## src/srpb_pkg.sv

```systemverilog
// Shared types and constants for the sparse row pointer builder.
// Used by every module of the block; depends on nothing else.
package srpb_pkg;

    localparam int COORD_W         = 16;
    localparam int SLOT_W          = 6;
    localparam int PTR_W           = 16;
    localparam int AXIS_W          = 2;
    localparam int CFG_ADDR_W      = 1;
    localparam int CFG_DATA_W      = 6;
    localparam int IN_DATA_W       = 48;
    localparam int OUT_DATA_W      = 24;

    localparam int DEF_MAX_ROWS    = 32;
    localparam int DEF_COUNT_WIDTH = 16;
    localparam int DEF_QUEUE_DEPTH = 4;

    localparam logic [SLOT_W-1:0] NUM_ROWS_RESET = SLOT_W'(32);

    localparam logic [AXIS_W-1:0] AXIS_I = 2'd0;
    localparam logic [AXIS_W-1:0] AXIS_J = 2'd1;
    localparam logic [AXIS_W-1:0] AXIS_K = 2'd2;

    typedef enum logic [CFG_ADDR_W-1:0] {
        REG_NUM_ROWS = 1'b0,
        REG_KEY_AXIS = 1'b1
    } cfg_index_t;

    typedef struct packed {
        logic [SLOT_W-1:0] num_rows;
        logic [AXIS_W-1:0] key_axis;
    } cfg_t;

    // One run of results: slots start..stop, pointer ptr_a up to and
    // including split, ptr_b above it.
    typedef struct packed {
        logic [SLOT_W-1:0] start;
        logic [SLOT_W-1:0] stop;
        logic [SLOT_W-1:0] split;
        logic [PTR_W-1:0]  ptr_a;
        logic [PTR_W-1:0]  ptr_b;
        logic              bad;
    } cmd_t;

    typedef struct packed {
        logic full;
        logic empty;
    } q_status_t;

endpackage

```

## src/srpb_front.sv

```systemverilog
// Front end: accepts tuples, checks the key and turns each tuple that yields results into a run command.
// Depends on srpb_pkg.
module srpb_front #(
    parameter int MAX_ROWS    = srpb_pkg::DEF_MAX_ROWS,
    parameter int COUNT_WIDTH = srpb_pkg::DEF_COUNT_WIDTH
) (
    input  logic                          clk,
    input  logic                          rst_n,
    input  srpb_pkg::cfg_t                cfg,
    input  logic                          in_valid,
    output logic                          in_ready,
    input  logic [srpb_pkg::COORD_W-1:0]  coord_i,
    input  logic [srpb_pkg::COORD_W-1:0]  coord_j,
    input  logic [srpb_pkg::COORD_W-1:0]  coord_k,
    input  logic                          last_item,
    input  srpb_pkg::q_status_t           q_status,
    output logic                          push,
    output srpb_pkg::cmd_t                cmd
);
    import srpb_pkg::*;

    logic [SLOT_W-1:0]      next_slot_reg, next_slot_next;
    logic [COUNT_WIDTH-1:0] count_reg, count_next;
    logic [COUNT_WIDTH-1:0] count_inc;
    logic [SLOT_W-1:0]      rows;
    logic [COORD_W-1:0]     key;
    logic                   bad;
    logic                   accept;
    logic [PTR_W+COUNT_WIDTH-1:0] ext_a, ext_b;

    assign in_ready = !q_status.full;
    assign accept   = in_valid && in_ready;

    always_comb
    begin
        if (cfg.num_rows == '0)
            rows = SLOT_W'(1);
        else if (cfg.num_rows > SLOT_W'(MAX_ROWS))
            rows = SLOT_W'(MAX_ROWS);
        else
            rows = cfg.num_rows;
    end

    always_comb
    begin
        unique case (cfg.key_axis)
            AXIS_J:  key = coord_j;
            AXIS_K:  key = coord_k;
            default: key = coord_i;
        endcase
    end

    assign bad = (key >= COORD_W'(rows)) ||
                 (({1'b0, key} + 17'd1) < 17'(next_slot_reg));

    assign count_inc = (count_reg == '1) ? count_reg : count_reg + 1'b1;

    // Pointers carry the low bits of the count.
    assign ext_a = {{PTR_W{1'b0}}, count_reg};
    assign ext_b = {{PTR_W{1'b0}}, count_inc};

    always_comb
    begin
        cmd.start      = next_slot_reg;
        cmd.ptr_a      = ext_a[PTR_W-1:0];
        cmd.ptr_b      = ext_b[PTR_W-1:0];
        cmd.bad        = bad;
        next_slot_next = next_slot_reg;
        count_next     = count_reg;
        push           = 1'b0;
        if (bad)
        begin
            // A dropped tuple reports once, or closes the stream if it is the last one.
            // When the row count has shrunk below the pending slot, the close is a
            // single report at the pending slot.
            if (!last_item)
                cmd.stop = next_slot_reg;
            else if (next_slot_reg > rows)
                cmd.stop = next_slot_reg;
            else
                cmd.stop = rows;
            cmd.split = cmd.stop;
            push      = accept;
            if (last_item)
            begin
                next_slot_next = '0;
                count_next     = '0;
            end
        end
        else
        begin
            cmd.stop  = last_item ? rows : key[SLOT_W-1:0];
            cmd.split = key[SLOT_W-1:0];
            // A repeated key that is not last produces no results.
            push      = accept && (last_item || (key[SLOT_W-1:0] >= next_slot_reg));
            if (last_item)
            begin
                next_slot_next = '0;
                count_next     = '0;
            end
            else
            begin
                next_slot_next = key[SLOT_W-1:0] + 1'b1;
                count_next     = count_inc;
            end
        end
    end

    always_ff @(posedge clk or negedge rst_n)
    begin
        if (!rst_n)
        begin
            next_slot_reg <= '0;
            count_reg     <= '0;
        end
        else if (accept)
        begin
            next_slot_reg <= next_slot_next;
            count_reg     <= count_next;
        end
    end

endmodule

```

## src/srpb_queue.sv

```systemverilog
// Short command queue between the front end and the back end.
// Depends on srpb_pkg.
module srpb_queue #(
    parameter int DEPTH = srpb_pkg::DEF_QUEUE_DEPTH
) (
    input  logic                clk,
    input  logic                rst_n,
    input  logic                push,
    input  srpb_pkg::cmd_t      push_cmd,
    input  logic                pop,
    output srpb_pkg::cmd_t      head_cmd,
    output srpb_pkg::q_status_t status
);
    import srpb_pkg::*;

    localparam int AW = (DEPTH > 1) ? $clog2(DEPTH) : 1;
    localparam int CW = $clog2(DEPTH + 1);

    cmd_t          entry_reg [DEPTH];
    logic [AW-1:0] wr_ptr_reg, rd_ptr_reg;
    logic [CW-1:0] fill_reg;
    logic          do_push, do_pop;

    assign status.full  = (fill_reg == CW'(DEPTH));
    assign status.empty = (fill_reg == '0);
    assign do_push      = push && !status.full;
    assign do_pop       = pop && !status.empty;
    assign head_cmd     = entry_reg[rd_ptr_reg];

    always_ff @(posedge clk)
    begin
        if (do_push)
            entry_reg[wr_ptr_reg] <= push_cmd;
    end

    always_ff @(posedge clk or negedge rst_n)
    begin
        if (!rst_n)
        begin
            wr_ptr_reg <= '0;
            rd_ptr_reg <= '0;
            fill_reg   <= '0;
        end
        else
        begin
            if (do_push)
                wr_ptr_reg <= (wr_ptr_reg == AW'(DEPTH - 1)) ? '0 : wr_ptr_reg + 1'b1;
            if (do_pop)
                rd_ptr_reg <= (rd_ptr_reg == AW'(DEPTH - 1)) ? '0 : rd_ptr_reg + 1'b1;
            if (do_push && !do_pop)
                fill_reg <= fill_reg + 1'b1;
            else if (do_pop && !do_push)
                fill_reg <= fill_reg - 1'b1;
        end
    end

endmodule

```

## src/srpb_back.sv

```systemverilog
// Back end: walks each queued run one slot per cycle into a registered output, holding while out_ready is low.
// Depends on srpb_pkg.
module srpb_back (
    input  logic                        clk,
    input  logic                        rst_n,
    input  srpb_pkg::cmd_t              head_cmd,
    input  srpb_pkg::q_status_t         q_status,
    output logic                        pop,
    output logic                        out_valid,
    input  logic                        out_ready,
    output logic [srpb_pkg::SLOT_W-1:0] slot,
    output logic [srpb_pkg::PTR_W-1:0]  pointer,
    output logic                        run_end,
    output logic                        bad_key
);
    import srpb_pkg::*;

    cmd_t              cmd_reg;
    logic              active_reg;
    logic [SLOT_W-1:0] cur_reg;
    logic              valid_reg;
    logic [SLOT_W-1:0] slot_reg;
    logic [PTR_W-1:0]  pointer_reg;
    logic              run_end_reg;
    logic              bad_reg;
    logic              advance, finishing, load;

    assign advance   = !valid_reg || out_ready;
    assign finishing = active_reg && advance && (cur_reg == cmd_reg.stop);
    assign load      = !q_status.empty && (!active_reg || finishing);
    assign pop       = load;

    assign out_valid = valid_reg;
    assign slot      = slot_reg;
    assign pointer   = pointer_reg;
    assign run_end   = run_end_reg;
    assign bad_key   = bad_reg;

    always_ff @(posedge clk)
    begin
        if (advance && active_reg)
        begin
            slot_reg    <= cur_reg;
            pointer_reg <= (cur_reg > cmd_reg.split) ? cmd_reg.ptr_b : cmd_reg.ptr_a;
            run_end_reg <= (cur_reg == cmd_reg.stop);
            bad_reg     <= cmd_reg.bad;
        end
        if (load)
            cmd_reg <= head_cmd;
    end

    always_ff @(posedge clk or negedge rst_n)
    begin
        if (!rst_n)
        begin
            active_reg <= 1'b0;
            cur_reg    <= '0;
            valid_reg  <= 1'b0;
        end
        else
        begin
            if (advance)
                valid_reg <= active_reg;
            if (load)
            begin
                active_reg <= 1'b1;
                cur_reg    <= head_cmd.start;
            end
            else if (finishing)
                active_reg <= 1'b0;
            else if (advance && active_reg)
                cur_reg <= cur_reg + 1'b1;
        end
    end

endmodule

```

## src/sparse_row_pointer_builder_top.sv

```systemverilog
// Top level of the sparse row pointer builder: configuration registers and the
// front end, command queue and back end. Depends on srpb_pkg and all srpb modules.
//
// The block builds a CSR row pointer array from coordinate tuples that arrive
// sorted by the row key. For every tuple it writes each pending pointer slot up
// to and including the tuple's key with the number of tuples seen so far; the
// tuple marked last also fills the remaining slots through num_rows with the
// total, so a stream yields num_rows+1 entries and then the block is ready for
// a new stream. A key at or above num_rows, or below the previous key, is
// dropped without being counted and reported with bad_key set (on the last
// tuple the stream is still closed). The tuple count saturates at all ones.
// Timing: the front end accepts one tuple per cycle whenever the command queue
// (QUEUE_DEPTH entries) has room, and a tuple with a repeated key costs nothing
// further. The back end produces one result per cycle while m_tready allows,
// through an output register, so a tuple that opens new slots occupies the back
// end until all its results (up to num_rows+1 on the last tuple) are out; the
// output side sets the sustained rate once the queue has filled. Configuration
// writes must happen only while the block is idle.
module sparse_row_pointer_builder_top #(
    parameter int MAX_ROWS    = srpb_pkg::DEF_MAX_ROWS,
    parameter int COUNT_WIDTH = srpb_pkg::DEF_COUNT_WIDTH,
    parameter int QUEUE_DEPTH = srpb_pkg::DEF_QUEUE_DEPTH
) (
    input  logic                             clk,
    input  logic                             rst_n,
    // Configuration write port.
    input  logic                             cfg_wen,
    input  logic [srpb_pkg::CFG_ADDR_W-1:0]  cfg_addr,
    input  logic [srpb_pkg::CFG_DATA_W-1:0]  cfg_wdata,
    // Tuple requests in.
    input  logic                             s_tvalid,
    output logic                             s_tready,
    input  logic [srpb_pkg::IN_DATA_W-1:0]   s_tdata,  // coord_i, coord_j, coord_k
    input  logic                             s_tlast,  // last_item
    // Row pointer requests out.
    output logic                             m_tvalid,
    input  logic                             m_tready,
    output logic [srpb_pkg::OUT_DATA_W-1:0]  m_tdata,  // slot, pointer, two zero bits
    output logic                             m_tlast,  // run_end
    output logic                             m_tuser   // bad_key
);
    import srpb_pkg::*;

    cfg_t              cfg_reg;
    cmd_t              front_cmd, head_cmd;
    q_status_t         q_status;
    logic              push, pop;
    logic [SLOT_W-1:0] slot;
    logic [PTR_W-1:0]  pointer;

    // Register writes; the index is one bit wide, so every write lands on a register.
    always_ff @(posedge clk or negedge rst_n)
    begin
        if (!rst_n)
        begin
            cfg_reg.num_rows <= NUM_ROWS_RESET;
            cfg_reg.key_axis <= AXIS_I;
        end
        else if (cfg_wen)
        begin
            unique case (cfg_index_t'(cfg_addr))
                REG_NUM_ROWS: cfg_reg.num_rows <= cfg_wdata[SLOT_W-1:0];
                REG_KEY_AXIS: cfg_reg.key_axis <= cfg_wdata[AXIS_W-1:0];
            endcase
        end
    end

    srpb_front #(
        .MAX_ROWS    (MAX_ROWS),
        .COUNT_WIDTH (COUNT_WIDTH)
    ) u_front (
        .clk       (clk),
        .rst_n     (rst_n),
        .cfg       (cfg_reg),
        .in_valid  (s_tvalid),
        .in_ready  (s_tready),
        .coord_i   (s_tdata[COORD_W-1:0]),
        .coord_j   (s_tdata[2*COORD_W-1:COORD_W]),
        .coord_k   (s_tdata[3*COORD_W-1:2*COORD_W]),
        .last_item (s_tlast),
        .q_status  (q_status),
        .push      (push),
        .cmd       (front_cmd)
    );

    srpb_queue #(
        .DEPTH (QUEUE_DEPTH)
    ) u_queue (
        .clk      (clk),
        .rst_n    (rst_n),
        .push     (push),
        .push_cmd (front_cmd),
        .pop      (pop),
        .head_cmd (head_cmd),
        .status   (q_status)
    );

    srpb_back u_back (
        .clk       (clk),
        .rst_n     (rst_n),
        .head_cmd  (head_cmd),
        .q_status  (q_status),
        .pop       (pop),
        .out_valid (m_tvalid),
        .out_ready (m_tready),
        .slot      (slot),
        .pointer   (pointer),
        .run_end   (m_tlast),
        .bad_key   (m_tuser)
    );

    assign m_tdata = {{(OUT_DATA_W - SLOT_W - PTR_W){1'b0}}, pointer, slot};

endmodule
```

## config.mk

```make
export PLATFORM = sky130hd
export DESIGN_NAME = sparse_row_pointer_builder_top
export DESIGN_NICKNAME = d
export VERILOG_FILES = /design/src/srpb_pkg.sv /design/src/srpb_front.sv /design/src/srpb_queue.sv /design/src/srpb_back.sv /design/src/sparse_row_pointer_builder_top.sv
export SDC_FILE = /design/constraint.sdc
export NUM_CORES = 1
export LEC_CHECK = 0
export BUFFER_PORTS_ARGS = -buffer_cell sky130_fd_sc_hd__buf_2
export CAP_MARGIN = 20
export CORE_ASPECT_RATIO = 0.9
export CORE_MARGIN = 2
export CORE_UTILIZATION = 40
export DETAILED_ROUTE_END_ITERATION = 8
export PLACE_DENSITY = 0.67
export SYNTH_ARGS = -nofsm -noshare
export SYNTH_HDL_FRONTEND = slang
export SYNTH_SLANG_ARGS = --single-unit
```

## constraint.sdc

```tcl
create_clock -name clk -period 6.1 [get_ports clk]
set_input_delay 1.22 -clock clk [delete_from_list [all_inputs] [get_ports clk]]
set_output_delay 1.22 -clock clk [all_outputs]
set_load 0.02 [all_outputs]
```

# After elaboration in Yosys (flattened, before gate mapping)
# Memories as Yosys holds them, arrays and structs flattened.
# Index checks and enable logic that the tools add are counted.
[totals]
out_inout_bits = 28
mem_bits_rw = 204
memories = 1
regBits = 114
[op_classes]
n_addsub = 8
n_mux = 27
bitwise = 1
n_eq_ne = 9
n_lt_le_gt_ge = 6
n_reduce_logical = 28
[memory_table]
columns = ["memory", "words", "width", "read_ports", "rd_ports_with_merged_regs", "wr", "line_no", "text"]
rows = [
  ["u_queue.entry_reg", 4, 51, 1, 0, 1, "srpb_queue.sv:19", "cmd_t entry_reg [DEPTH];"],
]
[ops]
columns = ["op", "count"]
rows = [
  ["$mux W16", 5],
  ["$mux W6", 11],
  ["$pmux W16 S2", 1],
  ["$add A16 B1 Y17 const B", 1],
  ["$lt A17 B6 Y1", 1],
  ["$add A16 B1 Y16 const B", 1],
  ["$eq A16 B16 Y1 const B", 1],
  ["$ge A16 B6 Y1", 1],
  ["$add A6 B1 Y6 const B", 2],
  ["$gt A6 B6 Y1", 2],
  ["$mux W12", 1],
  ["$logic_and A1 B1 Y1", 9],
  ["$reduce_and A2 Y1", 4],
  ["$eq A2 B2 Y1 const B", 3],
  ["$eq A6 B6 Y1", 1],
  ["$ge A6 B6 Y1", 1],
  ["$gt A6 B6 Y1 const B", 1],
  ["$logic_not A1 Y1", 6],
  ["$logic_not A6 Y1", 1],
  ["$mux W3", 2],
  ["$reduce_bool A2 Y1", 3],
  ["$mux W1", 5],
  ["$add A2 B1 Y2 const B", 2],
  ["$logic_or A1 B1 Y1", 4],
  ["8 further kinds", 10],
]

# Depth between registers and ports, before layout
# Gate-level depths: netlist (run 1).
[logic_depth]
word_depth = 11
depth_mapped = 26
mapped_depth_nobuf = 23

# Cells and area by module
# From an unflattened synthesis (run 1), not the netlist that was laid out.
[hier_totals]
hier_cells = 905
hier_area_um2 = 14396.3
[by_module_without_submodules]
columns = ["mod", "instances", "area_each_um2", "cells_each", "seq_area_each_um2"]
rows = [
  ["srpb_queue", 1, 7872.6, 304, 6301.0],
  ["srpb_front", 1, 3166.8, 411, 550.5],
  ["srpb_back", 1, 2995.4, 168, 2272.2],
  ["sparse_row_pointer_builder_top", 1, 361.6, 22, 201.4],
]

# Worst setup path after synthesis (run 1)
# No wires, ideal clock.
[synth_path]
path_kind = "input to register"
startpoint = "in s_tdata[33] in the netlist's numbering"
endpoint = "mem u_queue.entry_reg[3][0] in the netlist's numbering, enable pin"
arrival_ps = 4753
cell_stages = 15
path_slack_ps = 933
path_cell_list = "a22oi_1 o21ai_1 ha_1 xor2_1 ha_1 a21oi_1 a21oi_1 a211o_1 a21oi_1 and4b_1 a31oi_4 inv_2 a2111oi_4 nor2_2 and2_1"
[synth_between]
elab_chain_cells = 8
elab_cells_between_ends = 12
classes_between = "add/sub (1); order compare (3); mux (4); reduce/logical (4)"
[synth_lines]
columns = ["element", "line_no", "text"]
rows = [
  ["start, declared", "sparse_row_pointer_builder_top.sv:33", "input logic [srpb_pkg::IN_DATA_W-1:0] s_tdata,"],
  ["$pmux W16 S2 *", "srpb_front.sv:46", "unique case (cfg.key_axis)"],
  ["$add A16 B1 Y17 or $ge A6 B6 Y1 (tied branches)", "srpb_front.sv:54, srpb_front.sv:95", ""],
  ["$lt A17 B6 Y1 or $logic_or A1 B1 Y1 (tied branches)", "srpb_front.sv:54, srpb_front.sv:95", ""],
  ["$logic_or A1 B1 Y1 or $logic_and A1 B1 Y1 (tied branches)", "srpb_front.sv:53, srpb_front.sv:95", ""],
  ["$mux W1 *", "srpb_front.sv:71", "if (bad)"],
  ["$logic_and A1 B1 Y1 *", "srpb_queue.sv:26", "assign do_push = push && !status.full;"],
  ["net u_queue.do_push", "srpb_queue.sv:22", "logic do_push, do_pop;"],
  ["$mux W1 *", "srpb_queue.sv:32", "if (do_push)"],
  ["$mux W1 (not written as such) *", "srpb_queue.sv:33", "entry_reg[wr_ptr_reg] <= push_cmd;"],
  ["end, declared", "srpb_queue.sv:19", ""],
]
# Mark *: on every way through the listed nets, which the timed path passes. The rest lies on a longest branch.

# Final worst setup path (run 1)
[layout_path]
startpoint = "reg cfg_reg[0] in the netlist's numbering"
endpoint = "reg u_queue.fill_reg[2]"
[layout_between]
elab_chain_cells = 10
elab_cells_between_ends = 17
classes_between = "add/sub (1); order compare (3); eq/ne (2); mux (3); reduce/logical (8)"
[layout_lines]
columns = ["element", "line_no", "text"]
rows = [
  ["start, declared", "sparse_row_pointer_builder_top.sv:44", "cfg_t cfg_reg;"],
  ["$eq A2 B2 Y1 or $eq A2 B1 Y1 (tied branches)", "srpb_front.sv:46", ""],
  ["$pmux W16 S2 *", "srpb_front.sv:46", ""],
  ["$add A16 B1 Y17 or $ge A6 B6 Y1 (tied branches)", "srpb_front.sv:54, srpb_front.sv:95", ""],
  ["$lt A17 B6 Y1 or $logic_or A1 B1 Y1 (tied branches)", "srpb_front.sv:54, srpb_front.sv:95", ""],
  ["$logic_or A1 B1 Y1 or $logic_and A1 B1 Y1 (tied branches)", "srpb_front.sv:53, srpb_front.sv:95", ""],
  ["$mux W1 *", "srpb_front.sv:71", ""],
  ["$logic_and A1 B1 Y1 *", "srpb_queue.sv:26", ""],
  ["net u_queue.do_push", "srpb_queue.sv:22", ""],
  ["$logic_not A1 Y1", "srpb_queue.sv:52", "else if (do_pop && !do_push)"],
  ["$logic_and A1 B1 Y1", "srpb_queue.sv:52", ""],
  ["$reduce_bool A2 Y1 (no source line)", "-", ""],
  ["end signal, assigned", "srpb_queue.sv:51", "fill_reg <= fill_reg + 1'b1;"],
  ["end signal, assigned", "srpb_queue.sv:53", "fill_reg <= fill_reg - 1'b1;"],
  ["end, declared", "srpb_queue.sv:21", "logic [CW-1:0] fill_reg;"],
]
# Marks and branches as above.
# A chain may end at the register's enable or synchronous reset.

==> flow_summary.ini, run 1 <==
[worst_setup_path]
crit_family = adder cells
cp_cell_sequence = inv_1, ha_1, a221oi_1, nor2_1, nand3_1, xnor2_1, ha_1, nand2_1, a21oi_1, a211o_1, a21oi_1, and4b_1, a31oi_4, buf_4, inv_2, a2111oi_4, nor2_2, ha_1, inv_1, fa_1, xor2_1, nor2_1, xor2_1
worstReg2RegStart = cfg_reg[0]
path_max_fanout = 30
crit_type = flop to flop
worst_setup_path_start_kind = flop
slowest_delay_ns = 0.79
path_buf_inv = 4
cp_slowest_cell = ha_1
crit_required_ns = 6.58
arrival_ns = 5.68
cp-end-kind = flop
startpoint = cfg_reg[0]
path_common_cell = ha_1

[power_and_ir_drop]
clkPwrFrac_pct = 26.6
p_per_area_mw_per_mm2 = 419.8
seqPwrFrac_pct = 48.0
internal-power_uw = 4712
finalPower_uw = 6618
peakVddDrop_v = 0.0002626
p_switching_uw = 1906
switching_share_pct = 28.80
p_comb_share_pct = 25.5
p_leak_uw = 0.005476

[worst_hold_path]
hp-class = flop to flop
min_from = u_back.cmd_reg[0]

[route]
drt_first_iter_violations = 545
drc = 0
vias = 7598
ant_nets = 0
wl_um = 26650
wl_per_cell_um = 18.51
dr.pass1.iters = 6
viasPerCell = 5.276

[sta]
slew_viol_final = 0
setup_viol = 0
rsz0062_at_grt = false
fin_crit_ns = 5.193
fin_tns_setup_ns = 0
fin_hold_ws_ns = 0.4242
slew_headroom_pct = 37.12
hold_violations = 0
final.setup_skew_ns = 0.01112
fmax_ghz = 0.1926
worstMarginPinSlew_ns = 0.9389
finalCritPeriodShare_pct = 85.14

[die]
core_mm2 = 0.03403
die_h_um = 180.4
rows = 64
start_util_pct = 40.65
die_width_um = 200.0
ioPinCount = 89
die_area_mm2 = 0.03609

[yosys]
synth_top_area_share_pct = 59.26
synth-edff-count = 273
avgSynthCellArea_um2 = 16.11
synth_top_family_by_area = multiplexers
async_flop_share_pct = 14.15
muxShareOfSynthArea_pct = 11.66
synthesis.area_mm2 = 0.01383
synthSimpleGateAreaFrac_pct = 5.978
synth_cell_types = 67
yosysWarnings = 0
synthTopCellsByArea = edfxtp_1 59%, mux4_2 8.3%, dfrtp_1 8.0%
synth_top_flop_cell = edfxtp_1
synth_top_area_cell = edfxtp_1
synth_xor_area_share_pct = 1.583
ys_ff_latch = 318
synth_fa_ha_area_share_pct = 3.853
syn_inst = 859
synth_compound_area_share_pct = 7.190
yosysSeqAreaShare_pct = 67.41

[clock_network]
tritoncts = done
hold_buffers = 0
path_clk_slew_ns = 0.06
root_buffer = clkbuf_16
postCtsSetupRepairBufs = 0
cts_resized = 0
clock-sinks = 318
clock_latency_ns = 0.56
cts_buffers = 31
clockBufferDepth = 3
htreeDepth = 1

[layout]
fin_area_mm2 = 0.01577
drive_above_1_share_pct = 25.36
final_cell_mix = 273 x edfxtp_1, 86 x buf_2, 61 x nand2_1, 51 x mux4_2, 42 x dfrtp_1
stdcell_count = 1440
num_antenna_cells = 0
largest_register_ff_count = 204
area_growth_pct = 13.96
nNetsFinal = 1056
layout_commonest_cell = edfxtp_1

[placement]
gp_congestion = 0.7744
place_hpwl_um = 16820
dpl_cell_area_mm2 = 0.01481
dp.cells = 1381
port_buffers = 86

[outcome]
status = completed

[global_routing]
grt_pass1_vias = 7827
grt_overflow = 0
grt_max_degree = 54
antenna_found_initial = 0
grt_pass1_wl_um = 43090
track_usage_pct = 15.29

[job]
max_cap_violations = 0
-- power by group through the flow --
stage / clock (uW) / sequential (uW) / combinational, uW
finish: 1760 / 3180 / 1690
global route: 1890 / 3230 / 1870
CTS: 1800 / 3180 / 1720
detailed placement: 0 / 3230 / 1710
global placement: 0 / 3210 / 1670
floorplan: 0 / 3160 / 1240
-- final timing paths --
check | slack, ns | end | cells after the start
setup / recovery | 0.91 | u_queue.fill_reg[2] | 23
hold / removal | 0.42 | u_back.bad_key | 0
setup reg to reg | 0.91 | u_queue.fill_reg[2] | 23
hold reg to reg | 0.42 | u_back.bad_key | 0
max in group asynchronous | 4.82 | u_queue.rd_ptr_reg[0] | 2
min in group asynchronous | 0.76 | cfg_reg[1] | 2
-- stage by stage --
stage	utilization [%]	setup slack [ns]
after floorplan	-	0.9333
after global routing	46.33	0.4485
after detailed placement	43.52	0.7972
after global placement	43.52	0.8823
after CTS	46.31	0.8997
final	46.33	0.9066
-- per-layer routing --
layer	vias to the layer above	global-route usage, %	part of all wire (%)
met4	0	4.681	2.0
met2	232	24.46	47
met3	37	2.227	5.8
li1	3540	-	-
met5	-	0	0
met1	3789	21.70	45
-- cell usage after synthesis (8+ instances only) --
cell type / number
nand2b_1: 9
a31oi_1: 8
nor2b_1: 8
a22oi_1: 18
o21ai_0: 40
clkbuf_1: 20
a221o_1: 8
mux4_2: 51
mux2i_1: 10
nand2_1: 61
o21a_1: 10
dfrtp_1: 44
ha_1: 41
mux2_2: 31
edfxtp_1: 273
xnor2_1: 18
nor3_1: 8
inv_1: 28
nor2_1: 26
a21oi_1: 19
nand3_1: 17
-- cell families (layout without fill, tap and decap cells) --
group / after synthesis / after routing
multiplexers: 93 / 93
other: 1 / 2
flip-flops: 318 / 318
buffers and inverters: 71 / 189
AO/OA/AOI/OAI: 143 / 143
adder cells (fa/ha/maj): 42 / 42
XOR/XNOR: 25 / 25
AND/OR/NAND/NOR: 166 / 166
-- final cells by class --
class	instances	area [um^2]
clock buffers	50	887.1
clock inverters	8	60.06
fillers	2956	18270
inverters	30	112.6
multi-input cells	471	4205
flip-flops and latches	318	9330
well taps	462	578.1
repair buffers	101	593.1
(Power assumes the default switching activity.)
==> run 2: changes to the inputs <==
--- a/config.mk
+++ b/config.mk
@@ -8,7 +8,7 @@
 export BUFFER_PORTS_ARGS = -buffer_cell sky130_fd_sc_hd__buf_2
 export CAP_MARGIN = 20
 export CORE_ASPECT_RATIO = 0.9
-export CORE_MARGIN = 2
+export CORE_MARGIN = 10
 export CORE_UTILIZATION = 40
 export DETAILED_ROUTE_END_ITERATION = 8
 export PLACE_DENSITY = 0.67
==> run 2 against run 1 <==
  * Clock skew up 0.014 ns
  * Highest routed layer unchanged
  * Core utilization is 0.59 points higher
  * Flip-flop and latch count unchanged
  * Register-to-register slack better by 0.05 ns
  * Via count fell by 1.1%
  * Final area increased by 1.3%
  * Clock-buffer cell count down 6
  * Total power is 4.0% higher
  * Sequential share of layout area shrank 0.74 points
  * First-iteration DRC count decreased by 3.7%
  * Cell count rose by 0.35%
==> flow_summary.ini, run 2 (synthesis results as in run 1) <==
[outcome]
status = completed

[sta]
fin_crit_ns = 5.139
slew_viol_final = 0
finalCritPeriodShare_pct = 84.24
fin_tns_setup_ns = 0
slew_headroom_pct = 39.99
setup_viol = 0
hold_violations = 0
rsz0062_at_grt = false
fmax_ghz = 0.1946
final.setup_skew_ns = 0.02494
worstMarginPinSlew_ns = 0.8960

[layout]
nNetsFinal = 1059
layout_commonest_cell = edfxtp_1
regArea_mm2 = 0.009330
drive_above_1_share_pct = 25.94
multi_input_area_mm2 = 0.004205
largest_register_ff_count = 204
area_growth_pct = 15.41
fillers = 2907
stdcell_count = 1445
final_cell_mix = 273 x edfxtp_1, 86 x buf_2, 61 x nand2_1, 51 x mux4_2, 42 x dfrtp_1
num_antenna_cells = 0

[route]
drc = 0
vias = 7517
ant_nets = 0
drt_first_iter_violations = 525
dr.pass1.iters = 5
wl_um = 27640
viasPerCell = 5.202
wl_per_cell_um = 19.13

[worst_setup_path]
arrival_ns = 5.31
worst_setup_path_start_kind = flop
crit_required_ns = 6.27
path_buf_inv = 3
path_max_fanout = 36
rr_endpoint = u_queue.entry_reg[3][50]
worstReg2RegStart = cfg_reg[0]
crit_type = flop to flop
crit_family = adder cells
reg2reg_depth = 18
cp_slowest_cell = ha_1
cp_cell_sequence = inv_1, ha_1, nand2_1, o21ai_1, ha_1, xor2_1, ha_1, a21oi_1, a21oi_1, a211o_1, a21oi_1, and4b_1, a31oi_4, inv_2, a2111oi_4, nor2_2, and2_2, buf_12
r2r_slack_ns = 0.96
slowest_delay_ns = 0.78
cp-end-kind = flop
worst-path-stages = 18

[clock_network]
hold_buffers = 0
path_clk_slew_ns = 0.05
clock_latency_ns = 0.51
htreeDepth = 2
cts_resized = 0
root_buffer = clkbuf_16
clock-sinks = 318
postCtsSetupRepairBufs = 0
cts_buffers = 35
clockBufferDepth = 3
tritoncts = done

[die]
start_util_pct = 40.65
rows = 64
die_h_um = 196.4
die_area_mm2 = 0.04244
ioPinCount = 89
die_width_um = 216.0
core_mm2 = 0.03403

[global_routing]
track_usage_pct = 13.04
antenna_found_initial = 0
grt_pass1_wl_um = 44740
grt_overflow = 0
grt_pass1_vias = 7915
grt_max_degree = 55

[placement]
place_hpwl_um = 17880
port_buffers = 86
dp.cells = 1378
gp_congestion = 0.7896

[worst_hold_path]
min_from = u_back.cmd_reg[0]
hold_depth = 0
hp-class = flop to flop
holdPathEnd = u_back.bad_key

[power_and_ir_drop]
finalPower_uw = 6880
peakVddDrop_v = 0.0001986
p_per_area_mw_per_mm2 = 430.9
p_leak_uw = 0.005565

[job]
max_cap_violations = 0
==> run 2: cell count changes in the layout (fill, tap and decap cells not counted), moves of 2 or more <==
cell,previous run,this run
clkinv_8,0,2
bufinv_16,0,2
clkbuf_16,31,36
clkinv_1,3,10
clkbuf_1,15,6
clkinv_4,2,0
clkbuf_8,4,2
buf_4,11,7
clkinv_2,3,5
==> run 2: area by class of cell <==
cell class / instances / share of cell area (%)
clock inverter: 20 / 1.050
multi-input combinational: 471 / 26.34
tap: 462 / 3.620
sequential: 318 / 58.44
clock buffer: 44 / 5.956
inverter: 30 / 0.7053
timing repair buffer: 100 / 3.895
==> run 2: how the worst max path moves through the flow <==
stage          slack (ns)        start                       end
2_1_floorplan        0.93  s_tdata[33]   u_queue.entry_reg[3][0]
4_1_cts              0.89   cfg_reg[0]  u_queue.entry_reg[0][45]
6_report             0.96   cfg_reg[0]  u_queue.entry_reg[3][50]
5_1_grt              0.44   cfg_reg[0]       u_queue.fill_reg[2]
3_5_place_dp         0.77  s_tdata[33]   u_queue.entry_reg[0][8]
3_3_place_gp         0.90  s_tdata[33]  u_queue.entry_reg[0][41]
==> run 2: stage by stage <==
stage | hold WS (ns) | cell area (um^2) | utilization [%] | worst slack (ns)
global route | 0.4342 | 15970 | 46.92 | 0.4351
CTS | 0.4265 | 15910 | 46.74 | 0.8894
finish | 0.4221 | 15970 | 46.92 | 0.9615
detailed placement | 0.4132 | 14790 | 43.46 | 0.7708
floorplan | 0.4003 | 13840 | - | 0.9333
global placement | 0.4054 | 14790 | 43.46 | 0.8968
==> run 2: per-layer routing <==
| layer | track usage, % | share of wire, % | up-vias |
|---|---|---|---|
| met5 | 0 | 0 | - |
| met4 | 2.924 | 1.6 | 0 |
| met3 | 2.863 | 6.1 | 35 |
| met2 | 21.52 | 48 | 219 |
| met1 | 17.37 | 45 | 3714 |
| li1 | - | - | 3549 |
==> run 2: worst register-to-register path: cells and delay by family (launching register included) <==
family                     cells  cell delay (ns)
AOI/OAI and AO/OA              7             1.10
DFF                            1             0.37
xor gates and xnor gates       1             0.20
buffers and inverters          3             0.61
and+or+nand+nor                4             1.16
adders and majority gates      3             1.33
==> run 2: power breakdown <==
group          internal (uW)  leakage (uW)  switching, uW
registers               2950       0.00303            253
clock network           1200      0.000545            815
logic                    780       0.00199            891
total                   4920       0.00557           1960
==> run 3: changes to the inputs <==
--- a/config.mk
+++ b/config.mk
@@ -11,7 +11,7 @@
 export CORE_MARGIN = 10
 export CORE_UTILIZATION = 40
 export DETAILED_ROUTE_END_ITERATION = 8
-export PLACE_DENSITY = 0.67
+export PLACE_DENSITY = 0.69
 export SYNTH_ARGS = -nofsm -noshare
 export SYNTH_HDL_FRONTEND = slang
 export SYNTH_SLANG_ARGS = --single-unit
==> constraint.sdc (replaced) <==
create_clock -name clk -period 4.6 [get_ports clk]
set_input_delay 0.92 -clock clk [delete_from_list [all_inputs] [get_ports clk]]
set_output_delay 0.92 -clock clk [all_outputs]
set_load 0.02 [all_outputs]
==> run 3 against run 2 <==
  * Flip-flop and latch count did not move
  * Largest power group unchanged
  * Cell count grew 0.42%
  * Core utilization rose by 0.30 points
  * Critical path type unchanged
  * Register-to-register slack lost 0.58 ns
==> flow_summary.ini, run 3 (synthesis results as in run 1) <==
[route]
drt_first_iter_violations = 566
viasPerCell = 5.208
dr.pass1.iters = 5
vias = 7557
ant_nets = 0
drc = 0
wl_um = 26760
wl_per_cell_um = 18.44

[worst_setup_path]
cp_cell_sequence = inv_1, ha_2, nor2b_1, nor4_2, nand2_1, xnor2_1, ha_1, nand2_1, a21oi_1, a211o_1, a21oi_1, and4b_1, a31oi_4, inv_2, a2111oi_4, nor2_2, ha_1, inv_1, fa_1, mux2_2
worst_setup_path_start_kind = flop
crit_required_ns = 5.00
crit_type = flop to flop
arrival_ns = 4.61
path_max_fanout = 11
path_buf_inv = 3
cp_slowest_cell = fa_1
crit_family = adder cells
cp-end-kind = flop
slowest_delay_ns = 0.40

[die]
die_h_um = 196.4
rows = 64
die_width_um = 216.0
core_mm2 = 0.03403
die_area_mm2 = 0.04244
start_util_pct = 40.65
ioPinCount = 89

[sta]
worstMarginPinSlew_ns = 0.9103
fmax_ghz = 0.2372
slew_viol_final = 0
fin_tns_setup_ns = 0
finalCritPeriodShare_pct = 91.65
rsz0062_at_grt = false
hold_violations = 0
final.setup_skew_ns = 0.01871
fin_crit_ns = 4.216
setup_viol = 0
slew_headroom_pct = 39.03
worst_slack_ns = 0.3840

[global_routing]
grt_pass1_wl_um = 43070
grt_pass1_vias = 7755
track_usage_pct = 12.53
grt_max_degree = 52
grt_overflow = 0
antenna_found_initial = 0

[clock_network]
cts_buffers = 34
clock_latency_ns = 0.52
htreeDepth = 2
tritoncts = done
clock-sinks = 318
root_buffer = clkbuf_16
hold_buffers = 0
path_clk_slew_ns = 0.05
clockBufferDepth = 3

[power_and_ir_drop]
seqPwrFrac_pct = 46.9
switching_share_pct = 28.10
clkPwrFrac_pct = 29.7
p_per_area_mw_per_mm2 = 571.2
p_comb_share_pct = 23.5
p_leak_uw = 0.005623
p_switching_uw = 2579
internal-power_uw = 6599
peakVddDrop_v = 0.0002597

[layout]
area_growth_pct = 16.14
final_util_pct = 47.21
regArea_mm2 = 0.009330
largest_register_ff_count = 204
multi_input_area_mm2 = 0.004238
final_cell_mix = 273 x edfxtp_1, 86 x buf_2, 61 x nand2_1, 51 x mux4_2, 42 x dfrtp_1
layout_commonest_cell = edfxtp_1
stdcell_count = 1451
num_antenna_cells = 0
drive_above_1_share_pct = 27.50
fillers = 2886
nNetsFinal = 1066

[placement]
port_buffers = 86
pre_cts_ws_ns = 0.02815
gp_congestion = 0.8086
dp.cells = 1388
place_hpwl_um = 17160

[worst_hold_path]
hp-class = input port to asynchronous set/reset pin

[outcome]
status = completed

[job]
max_cap_violations = 0
==> run 3: power groups by stage <==
stage,combinational (uW),sequential [uW],clock (uW)
floorplan,1650,4180,0
global route,2380,4390,2900
detailed placement,2160,4380,0
global placement,2130,4360,0
finish,2150,4300,2720
CTS,2170,4320,2790
==> run 3: final timing paths <==
kind                       slack [ns]               from  cells after the start                    to
max                              0.38         cfg_reg[0]                     20   u_queue.fill_reg[1]
min                              0.39              rst_n                      1            cfg_reg[3]
max reg2reg                      0.38         cfg_reg[0]                     20   u_queue.fill_reg[1]
max in group asynchronous        3.40              rst_n                      2  u_front.count_reg[4]
min reg2reg                      0.44  u_back.cmd_reg[0]                      0        u_back.bad_key
min in group clk                 0.44  u_back.cmd_reg[0]                      0        u_back.bad_key
==> run 3: timing repair <==
item,CTS,global route
buffers inserted,0,0
setup endpoints to repair,0,23
gates resized for setup,0,8
==> run 3: cell type report <==
type | count | area share, %
Clock buffer | 54 | 6.323
Clock inverter | 8 | 0.8176
Inverter | 30 | 0.7008
Multi-Input combinational cell | 471 | 26.37
Sequential cell | 318 | 58.07
Tap cell | 462 | 3.598
Timing Repair Buffer | 108 | 4.119
==> run 3: metal layers <==
| layer | part of all wire, % | up-vias | global-route usage (%) |
|---|---|---|---|
| li1 | - | 3573 | - |
| met1 | 45 | 3731 | 16.82 |
| met2 | 47 | 213 | 20.46 |
| met3 | 5.8 | 40 | 2.434 |
| met4 | 1.6 | 0 | 3.493 |
| met5 | 0 | - | 0 |
==> run 3: per-stage QoR <==
| stage | hold WS (ns) | cell area (um^2) | power (uW) |
|---|---|---|---|
| after global placement | 0.4193 | 14860 | 6483 |
| after global routing | 0.4192 | 16070 | 9665 |
| after floorplan | 0.4003 | 13840 | 5829 |
| final | 0.3921 | 16070 | 9178 |
| after CTS | 0.3913 | 16010 | 9278 |
| after detailed placement | 0.4301 | 14860 | 6544 |
